===== config.mk =====
export PLATFORM = sky130hd
export DESIGN_NAME = rdh_hist_stage
export DESIGN_NICKNAME = d
export VERILOG_FILES = /design/src/rtl/rdh_pkg.sv /design/src/rtl/rdh_hist_stage.sv
export SDC_FILE = /design/constraint.sdc
export NUM_CORES = 2
export LEC_CHECK = 0
export BUFFER_PORTS_ARGS = -buffer_cell sky130_fd_sc_hd__buf_2
export CORE_MARGIN = 8
export CORE_UTILIZATION = 28
export DETAILED_ROUTE_END_ITERATION = 10
export PLACE_DENSITY_LB_ADDON = 0.1
export SLEW_MARGIN = 20
export SYNTH_ARGS = -nofsm -noshare
export SYNTH_HDL_FRONTEND = slang
export SYNTH_SLANG_ARGS = --single-unit

===== constraint.sdc =====
create_clock -name clk -period 9.45 [get_ports clk]
set_input_delay 0.4725 -clock clk [delete_from_list [all_inputs] [get_ports clk]]
set_output_delay 0.4725 -clock clk [all_outputs]
set_load 0.1 [all_outputs]

===== src/rtl/rdh_pkg.sv =====
// ============================================================================
// rdh_pkg
// Shared sizes, codes and pipeline types of the reuse distance histogram.
// ============================================================================
`default_nettype none

package rdh_pkg;

    // Cache geometry and statistic sizes. NUM_SETS is a power of two.
    localparam int NUM_SETS     = 2048;
    localparam int NUM_WAYS     = 16;
    localparam int MAX_DISTANCE = 64;
    localparam int COUNT_WIDTH  = 32;

    localparam int AGE_SAT   = MAX_DISTANCE + 1;
    localparam int NUM_BINS  = MAX_DISTANCE + 1;
    localparam int AGE_W     = $clog2(AGE_SAT + 1);
    localparam int BIN_W     = (NUM_BINS > 1) ? $clog2(NUM_BINS) : 1;
    localparam int SET_W     = (NUM_SETS > 1) ? $clog2(NUM_SETS) : 1;
    localparam int WAY_IDX_W = (NUM_WAYS > 1) ? $clog2(NUM_WAYS) : 1;

    // Fixed widths of the channel fields.
    localparam int SET_FIELD_W  = 11;
    localparam int WAY_FIELD_W  = 4;
    localparam int KIND_FIELD_W = 2;
    localparam int SEL_FIELD_W  = 7;
    localparam int STAT_W       = 32;
    localparam int DIST_W       = 7;

    localparam logic FUNC_ACCESS = 1'b0;
    localparam logic FUNC_READ   = 1'b1;

    localparam logic [KIND_FIELD_W-1:0] KIND_LOAD      = 2'd0;
    localparam logic [KIND_FIELD_W-1:0] KIND_RFO       = 2'd1;
    localparam logic [KIND_FIELD_W-1:0] KIND_PREFETCH  = 2'd2;
    localparam logic [KIND_FIELD_W-1:0] KIND_WRITEBACK = 2'd3;

    localparam int SEL_OVERFLOW = MAX_DISTANCE + 1;
    localparam int SEL_HITS     = MAX_DISTANCE + 2;

    typedef logic [NUM_WAYS-1:0][AGE_W-1:0] age_row_t;
    typedef logic [COUNT_WIDTH-1:0]         count_t;

    // One request word as held in the first pipeline stage.
    typedef struct packed {
        logic                    func;
        logic [SET_FIELD_W-1:0]  set_index;
        logic [WAY_FIELD_W-1:0]  way_index;
        logic [KIND_FIELD_W-1:0] access_kind;
        logic                    was_hit;
        logic                    warmup_done;
        logic [SEL_FIELD_W-1:0]  stat_select;
    } rdh_req_t;

    // What the age stage hands to the histogram stage.
    typedef struct packed {
        logic                   is_read;
        logic [SEL_FIELD_W-1:0] sel;
        logic                   counted;
        logic [AGE_W-1:0]       age;
    } rdh_hit_t;

    // One response word.
    typedef struct packed {
        logic [STAT_W-1:0] stat_value;
        logic [DIST_W-1:0] observed_distance;
        logic              distance_valid;
    } rdh_rsp_t;

endpackage

`default_nettype wire


===== src/rtl/rdh_hist_stage.sv =====
// ============================================================================
// rdh_hist_stage
// Histogram bin memory with valid bits, overflow and demand hit counters,
// and response formation for the second pipeline stage.
// ============================================================================
`default_nettype none

module rdh_hist_stage
    import rdh_pkg::*;
(
    input  wire logic     clk,
    input  wire logic     rst_n,
    input  wire logic     adv,
    input  wire logic     s1_valid,
    input  wire rdh_hit_t s1_info,
    input  wire logic     s2_valid,
    input  wire rdh_hit_t s2_info,
    output rdh_rsp_t      s2_rsp
);

    count_t                bin_mem [NUM_BINS];
    logic [NUM_BINS-1:0]   bin_vld_reg;
    count_t                bin_rd_reg;
    logic                  bin_rd_vld_reg;
    count_t                fwd_val_reg;
    logic                  fwd_hit_reg;
    count_t                ovf_cnt_reg;
    count_t                hit_cnt_reg;

    logic             s1_rd_en;
    logic [BIN_W-1:0] s1_addr;
    logic             s2_bin_wr;
    logic             s2_ovf;
    logic [BIN_W-1:0] s2_addr;
    count_t           cur_bin;
    count_t           bin_next;
    count_t           stat_sel;

    // Bin address: the selector for a read, the age for a counted hit.
    always_comb
    begin
        if (s1_info.is_read)
        begin
            s1_rd_en = s1_valid && (int'(s1_info.sel) <= MAX_DISTANCE);
            s1_addr  = BIN_W'(s1_info.sel);
        end
        else
        begin
            s1_rd_en = s1_valid && s1_info.counted
                    && (int'(s1_info.age) <= MAX_DISTANCE);
            s1_addr  = BIN_W'(s1_info.age);
        end
    end

    assign s2_addr   = s2_info.is_read ? BIN_W'(s2_info.sel) : BIN_W'(s2_info.age);
    assign s2_ovf    = s2_valid && s2_info.counted && (int'(s2_info.age) > MAX_DISTANCE);
    assign s2_bin_wr = s2_valid && s2_info.counted && !s2_ovf;

    always_comb
    begin
        if (fwd_hit_reg)
            cur_bin = fwd_val_reg;
        else if (bin_rd_vld_reg)
            cur_bin = bin_rd_reg;
        else
            cur_bin = '0;
        bin_next = cur_bin + COUNT_WIDTH'(1);
    end

    always_comb
    begin
        priority if (int'(s2_info.sel) <= MAX_DISTANCE)
            stat_sel = cur_bin;
        else if (int'(s2_info.sel) == SEL_OVERFLOW)
            stat_sel = ovf_cnt_reg;
        else if (int'(s2_info.sel) == SEL_HITS)
            stat_sel = hit_cnt_reg;
        else
            stat_sel = '0;
    end

    always_comb
    begin
        s2_rsp.stat_value        = s2_info.is_read ? STAT_W'(stat_sel) : '0;
        s2_rsp.observed_distance = s2_info.counted ? DIST_W'(s2_info.age) : '0;
        s2_rsp.distance_valid    = s2_info.counted;
    end

    always_ff @(posedge clk)
    begin
        if (adv && s2_bin_wr)
            bin_mem[s2_addr] <= bin_next;
        if (adv && s1_rd_en)
            bin_rd_reg <= bin_mem[s1_addr];
        if (adv)
            fwd_val_reg <= bin_next;
    end

    always_ff @(posedge clk or negedge rst_n)
    begin
        if (!rst_n)
        begin
            bin_vld_reg    <= '0;
            bin_rd_vld_reg <= 1'b0;
            fwd_hit_reg    <= 1'b0;
            ovf_cnt_reg    <= '0;
            hit_cnt_reg    <= '0;
        end
        else if (adv)
        begin
            if (s2_bin_wr)
                bin_vld_reg[s2_addr] <= 1'b1;
            bin_rd_vld_reg <= s1_rd_en && bin_vld_reg[s1_addr];
            fwd_hit_reg    <= s1_rd_en && s2_bin_wr && (s1_addr == s2_addr);
            if (s2_valid && s2_info.counted)
                hit_cnt_reg <= hit_cnt_reg + COUNT_WIDTH'(1);
            if (s2_ovf)
                ovf_cnt_reg <= ovf_cnt_reg + COUNT_WIDTH'(1);
        end
    end

endmodule

`default_nettype wire


After elaboration in Yosys (flattened, before gate mapping)
Memory sizes are Yosys's and may differ from the RTL's. A register that Yosys moved wholly into a read port is not among the register bits. Cells that the tools add are included.

Output and inout bits: 40. Memory bits (writable): 2080. Bits in registers: 163. Bits of input ports: 37. Word-level logic and storage cells: 53. Memories: 1.

Memory list: bin_mem (depth 65, width 32, read ports 1, clocked after Yosys merged registers in 1, wr ports 1, line rdh_hist_stage.sv:21) `count_t bin_mem [NUM_BINS];`.

$lt $le $gt $ge: 7. Eq/ne operators: 3. Bitwise gates (word level): 1. Reduce and logical (&&, ||, !) cells: 16. Mux-type cells: 16. Add/sub/neg operators: 3.

Operators by type and width (number): 2-to-1 mux 32 bit (6); adder 32 x 1 -> 32 bit, second input constant (3); bitwise OR 65 bit (1); <= comparator 7 bit, second input constant (3); 2-to-1 mux 7 bit (3); < comparator 7 x 8 -> 1 bit, second input constant (2); equality test 7 bit, second input constant (2); logical AND 1 bit (12); binary-select mux 1 bit (select 7 bit) (1); demux 1 bit (select 7 bit) (1); equality test 7 bit (1); >= comparator 7 x 1 -> 1 bit, second input constant (1); greater-than comparator 7 bit, second input constant (1); AND reduction 2 bit (3); 2-to-1 mux 1 bit (5); logical NOT 1 bit (1).

Logic depth before layout (Yosys ltp)
Depth in word-level cells: 7. Mapped depth: 14. Gate-level depth less buffers: 10.

Least setup slack after synthesis
OpenSTA, ideal clock, no wires.

Kind: register -> register. Start point: register fwd_hit_reg. End point: memory bin_mem[0][26] in the netlist's numbering (data pin). Required time: 8870 ps. Cell stages (with the launch flop): 14. Data arrival time: 6301 ps. Setup time: 580 ps. Slack: 2570 ps. Buffers on the path: 5. Period minus slack after synthesis: 6880 ps. Cell sequence: dfrtp_1 buf_2 buf_2 buf_1 buf_1 a22oi_1 inv_1 ha_1 o21ai_0 nor2_1 nand3b_1 clkbuf_1 nor4b_1 xnor2_1.

Longest elaborated chain between the ends: 2.

Ends and longest elaborated chain: from (decl) (line rdh_hist_stage.sv:26) `logic fwd_hit_reg;`; from (signal assigned) (line rdh_hist_stage.sv:114) `fwd_hit_reg <= s1_rd_en && s2_bin_wr && (s1_addr == s2_addr);`; 2-to-1 mux 32 bit (line rdh_hist_stage.sv:61) `if (fwd_hit_reg)`; adder 32 x 1 -> 32 bit (line rdh_hist_stage.sv:67) `bin_next = cur_bin + COUNT_WIDTH'(1);`; named net bin_next[26] (line rdh_hist_stage.sv:36) `count_t bin_next;`; to (decl) (line rdh_hist_stage.sv:21).

The timed path passes the listed nets, and every way through them passes these cells.

Worst setup path in the final report
Start point: register fwd_hit_reg. End point: memory bin_mem[60][22] in the netlist's numbering (data pin).

Same word-level chain as after synthesis.

==> results.txt <==
The flow ran to the end, and the final reports show no timing, DRC or antenna violations. The number of synthesized flops with an enable pin is 2144, and the flip-flop count of the largest register, all copies and words added is 2080. When the netlist entered floorplanning its net count stood at 6268. The critical path is of the reg2reg type. The share of flip-flops with an asynchronous set or reset is 0.0576, and the wire length of the first global-routing pass is 456000 um.

The final routed DRC violation total was 0. In the layout the commonest cells are sky130_fd_sc_hd__edfxtp_1, sky130_fd_sc_hd__nand2_1, sky130_fd_sc_hd__mux2i_1, sky130_fd_sc_hd__clkbuf_16, sky130_fd_sc_hd__and3_1. Max-slew violation count: 0. In this run the deepest clock path goes through 4 buffers. The run gives 0.777 as the global placer's final weighted congestion. The core occupancy in the finished layout was 0.328; the total core area was 326000 um2.

The worst setup path is captured at a register. The run gives 6228 as the post-synthesis cell count. The logs give 0.483 for the relative contribution of sequential cells to total power and 0.443 for the relative contribution of the clock network to total power. The share of the synthesized netlist area taken by xor and xnor gates works out to 0.00948. The total global routing overflow was 0; the total die area was 345000 um2. The switching power share of the total is 0.240. On the critical path, the stage with the largest delay is an instance of sky130_fd_sc_hd__o21ai_0.

Die width: 588 um. For the top achievable clock speed, the log shows 190 MHz. The run gives 210 as the row count.

The aggregate global-route resource usage is 0.185, and the final HPWL from detailed placement is 175000 um. The adder and majority cell fraction of the synthesized area was 0.000410; the number of distinct standard cells referenced by the synthesized netlist was 75. From synthesis to final layout, the design area changed by 16.9%.

The tools report the source-to-sink clock delay at the later pin of the worst-skew pair as 0.88 ns. Walking the worst path, the cells encountered are buf_4, o21ai_0, ha_2, o21ai_0, nor2_1, nand3b_1, nor4b_1, xnor2_2, buf_4. In the final timing run, aggregate negative setup slack is 0 ns. The area fraction in compound gates after synthesis works out to 0.0845. The worst setup path is launched from a register. The remaining antenna violation count after routing is 0, and the fraction of final layout cells sized beyond drive strength 1 is 0.131. The portion of the clock cycle consumed by the worst path in the final layout was 0.557. For the worst setup path, the data arrival time is 5.78 ns.

Dividing the detail-routed via count by the number of cells gives 5.09. The run gives 0.739 as the sequential fraction of the synthesis area. The number of setup violations in the final report is 0. The mux contribution to synthesized area came out at 0.0540. The total power per unit cell area came out at 214 nW/um2. The run gives 55686 as the vias after detailed routing.

The tools report the first-pass iteration count of the detailed router as 7. TritonCTS sink count: 2275. The simple logic cell fraction of the synthesized area was 0.0911. Clock skew on the completed layout was measured at 0.0398 ns. The maximum number of pins on one net before global-route repair came out at 134. For the data required time at the worst endpoint, the log shows 9.96 ns.

The number of clock buffers inserted by TritonCTS came out at 271. In this run the mean area of a mapped cell was 14.7 um2. Clock-pin slew was measured on the worst setup and hold paths at 0.06 ns. 77 I/O pins were placed.

Setup repair after global routing left no endpoint under its margin. In the synthesized netlist the dominant register cell turns out to be sky130_fd_sc_hd__edfxtp_1. The main combinational cell family by area after synthesis is simple AND/OR/NAND/NOR gates.

The CTS H-tree depth was 5; the number of nets in the finished design was 6404. The path class of the tightest hold or removal check is in2reg. The overall routed net length came out at 331000 um. Yosys warning count: 0. The total power was 22900 uW.

The floorplan step set the die height to 588 um. The tree is rooted in a sky130_fd_sc_hd__clkbuf_16. Cell internal power was estimated by the tool at 17400 uW. In this run the tool buffered the top-level ports with 76 buffer cells. The combinational power share is 0.073, and the average wire length per cell after detail routing is 30.2 um. The number of setup buffers added after CTS is 0. The most common library cell in the layout ignoring fill and taps was sky130_fd_sc_hd__edfxtp_1.

The static leakage came out at 0.0368 uW. The tools report the synthesized area as 91500 um2. At the pin with the least slew margin, the transition time is 1.23 ns. TritonCTS built the clock tree. The initial core utilization was 0.280; the largest voltage drop on the vdd net was 0.000116 V.

Final period demand of the worst path: 5.27 ns. Max-cap violations in this run came to 0. The largest single stage delay on the critical path is 0.80 ns.

In this run, synthesis produced a sequential element count of 2275. The via count of the first global-routing pass was 54337; the headroom to the max-slew limit was 0.171. The run gives 5221 as the initial detailed-routing violation count. The logs give 0 for the number of endpoints with negative hold slack in the final report and 5480 uW for the net switching component of the power. The largest fanout on the critical path works out to 66. Number of antenna violations at the first check in global routing: 40.
-- stage by stage --
| step | hold slack, ns | std cells | area (um2) | setup slack, ns |
|---|---|---|---|---|
| floorplan | 0.177 | 6228 | 91500 | 2.57 |
| global placement | 0.446 | 10432 | 98300 | 3.69 |
| detailed placement | 0.449 | 10433 | 98400 | 3.68 |
| CTS | 0.0224 | 10919 | 107000 | 4.26 |
| global route | 0.127 | 10921 | 107000 | 4.03 |
| finish | 0.102 | 10945 | 107000 | 4.18 |
-- worst max-delay path, delay by kind of cell (launching register included) --
kind	cells	cell delay (ns)
xor gates and xnor gates	1	0.17
AOI/OAI and AO/OA	2	1.13
adders and majority gates	1	0.39
DFF	1	0.38
buffers and inverters	2	1.06
and+or+nand+nor	3	1.64
-- final timing paths --
kind	startpoint	end	slack, ns	cells past startpoint
max	fwd_hit_reg	bin_mem[60][22]	4.18	9
min	s2_info[7]	hit_cnt_reg[1]	0.10	4
max reg2reg	fwd_hit_reg	bin_mem[60][22]	4.18	9
min reg2reg	bin_vld_reg[12]	bin_vld_reg[12]	0.46	1
max in group asynchronous	rst_n	bin_vld_reg[58]	7.73	3
min in group asynchronous	rst_n	hit_cnt_reg[0]	0.20	2
-- what timing repair did --
item,in CTS,in global routing
resized for setup,0,0
endpoints found under the hold margin,75,0
hold buffers,3,0
-- layer usage --
metal	routed length, um	track usage
met1	155000	0.269
met3	18800	0.0262
met2	151000	0.295
met4	6140	0.0354
met5	0	0
-- power by group through the flow --
stage               logic (uW)  clock network (uW)  registers [uW]
finish                    1670               10100           11100
detailed placement        1690                   0           11300
global route              1780               10800           11100
global placement          1690                   0           11300
CTS                       1700               10400           11100
floorplan                  957                   0           11200
-- synthesized netlist by cell type, types with 5 or more instances --
| library cell | n | area share |
|---|---|---|
| sky130_fd_sc_hd__a211oi_1 | 26 | 0.0021 |
| sky130_fd_sc_hd__a21oi_1 | 133 | 0.0073 |
| sky130_fd_sc_hd__a221oi_1 | 36 | 0.0034 |
| sky130_fd_sc_hd__a22oi_1 | 19 | 0.0016 |
| sky130_fd_sc_hd__a311oi_1 | 250 | 0.024 |
| sky130_fd_sc_hd__a31oi_1 | 38 | 0.0026 |
| sky130_fd_sc_hd__and2_1 | 17 | 0.0012 |
| sky130_fd_sc_hd__and3_1 | 263 | 0.018 |
| sky130_fd_sc_hd__buf_1 | 24 | 0.00098 |
| sky130_fd_sc_hd__buf_2 | 147 | 0.0080 |
| sky130_fd_sc_hd__buf_4 | 10 | 0.00082 |
| sky130_fd_sc_hd__buf_6 | 9 | 0.0011 |
| sky130_fd_sc_hd__clkbuf_1 | 230 | 0.0094 |
| sky130_fd_sc_hd__dfrtp_1 | 131 | 0.036 |
| sky130_fd_sc_hd__edfxtp_1 | 2144 | 0.70 |
| sky130_fd_sc_hd__inv_1 | 15 | 0.00062 |
| sky130_fd_sc_hd__mux2_2 | 7 | 0.00086 |
| sky130_fd_sc_hd__mux2i_1 | 467 | 0.051 |
| sky130_fd_sc_hd__mux4_2 | 7 | 0.0017 |
| sky130_fd_sc_hd__nand2_1 | 1267 | 0.052 |
| sky130_fd_sc_hd__nand3_1 | 55 | 0.0030 |
| sky130_fd_sc_hd__nand3b_1 | 9 | 0.00074 |
| sky130_fd_sc_hd__nand4_1 | 16 | 0.0011 |
| sky130_fd_sc_hd__nor2_1 | 121 | 0.0050 |
| sky130_fd_sc_hd__nor3_1 | 24 | 0.0013 |
| sky130_fd_sc_hd__nor4_1 | 6 | 0.00041 |
| sky130_fd_sc_hd__o2111ai_1 | 33 | 0.0032 |
| sky130_fd_sc_hd__o21ai_0 | 201 | 0.011 |
| sky130_fd_sc_hd__o221ai_1 | 156 | 0.015 |
| sky130_fd_sc_hd__o22ai_1 | 63 | 0.0043 |
| sky130_fd_sc_hd__o311a_1 | 31 | 0.0034 |
| sky130_fd_sc_hd__o32a_1 | 32 | 0.0035 |
| sky130_fd_sc_hd__or2_2 | 66 | 0.0045 |
| sky130_fd_sc_hd__or3_1 | 5 | 0.00034 |
| sky130_fd_sc_hd__xnor2_1 | 65 | 0.0062 |
| sky130_fd_sc_hd__xor2_1 | 34 | 0.0033 |
-- cells by family (layout without fill, tap and decap cells) --
kind of cell               Yosys count  after routing
AOI/OAI and AO/OA                 1050           1050
xor gates and xnor gates            99             99
buffers and inverters              436            782
muxes                              483            483
adders and majority gates            3              3
DFF                               2275           2275
and+or+nand+nor                   1882           1882
other                                0             25
-- cell type report --
cell class              count  area (um2)
diodes                     25        62.6
clock buffers             358        7450
clock inverters           125        1010
fillers                 31957      219000
inverters                  16        60.1
multi-input cells        3517       23000
flip-flops and latches   2275       67700
well taps                4346        5440
repair buffers            283        2240
Note: power is estimated with default switching activity, not from simulation.
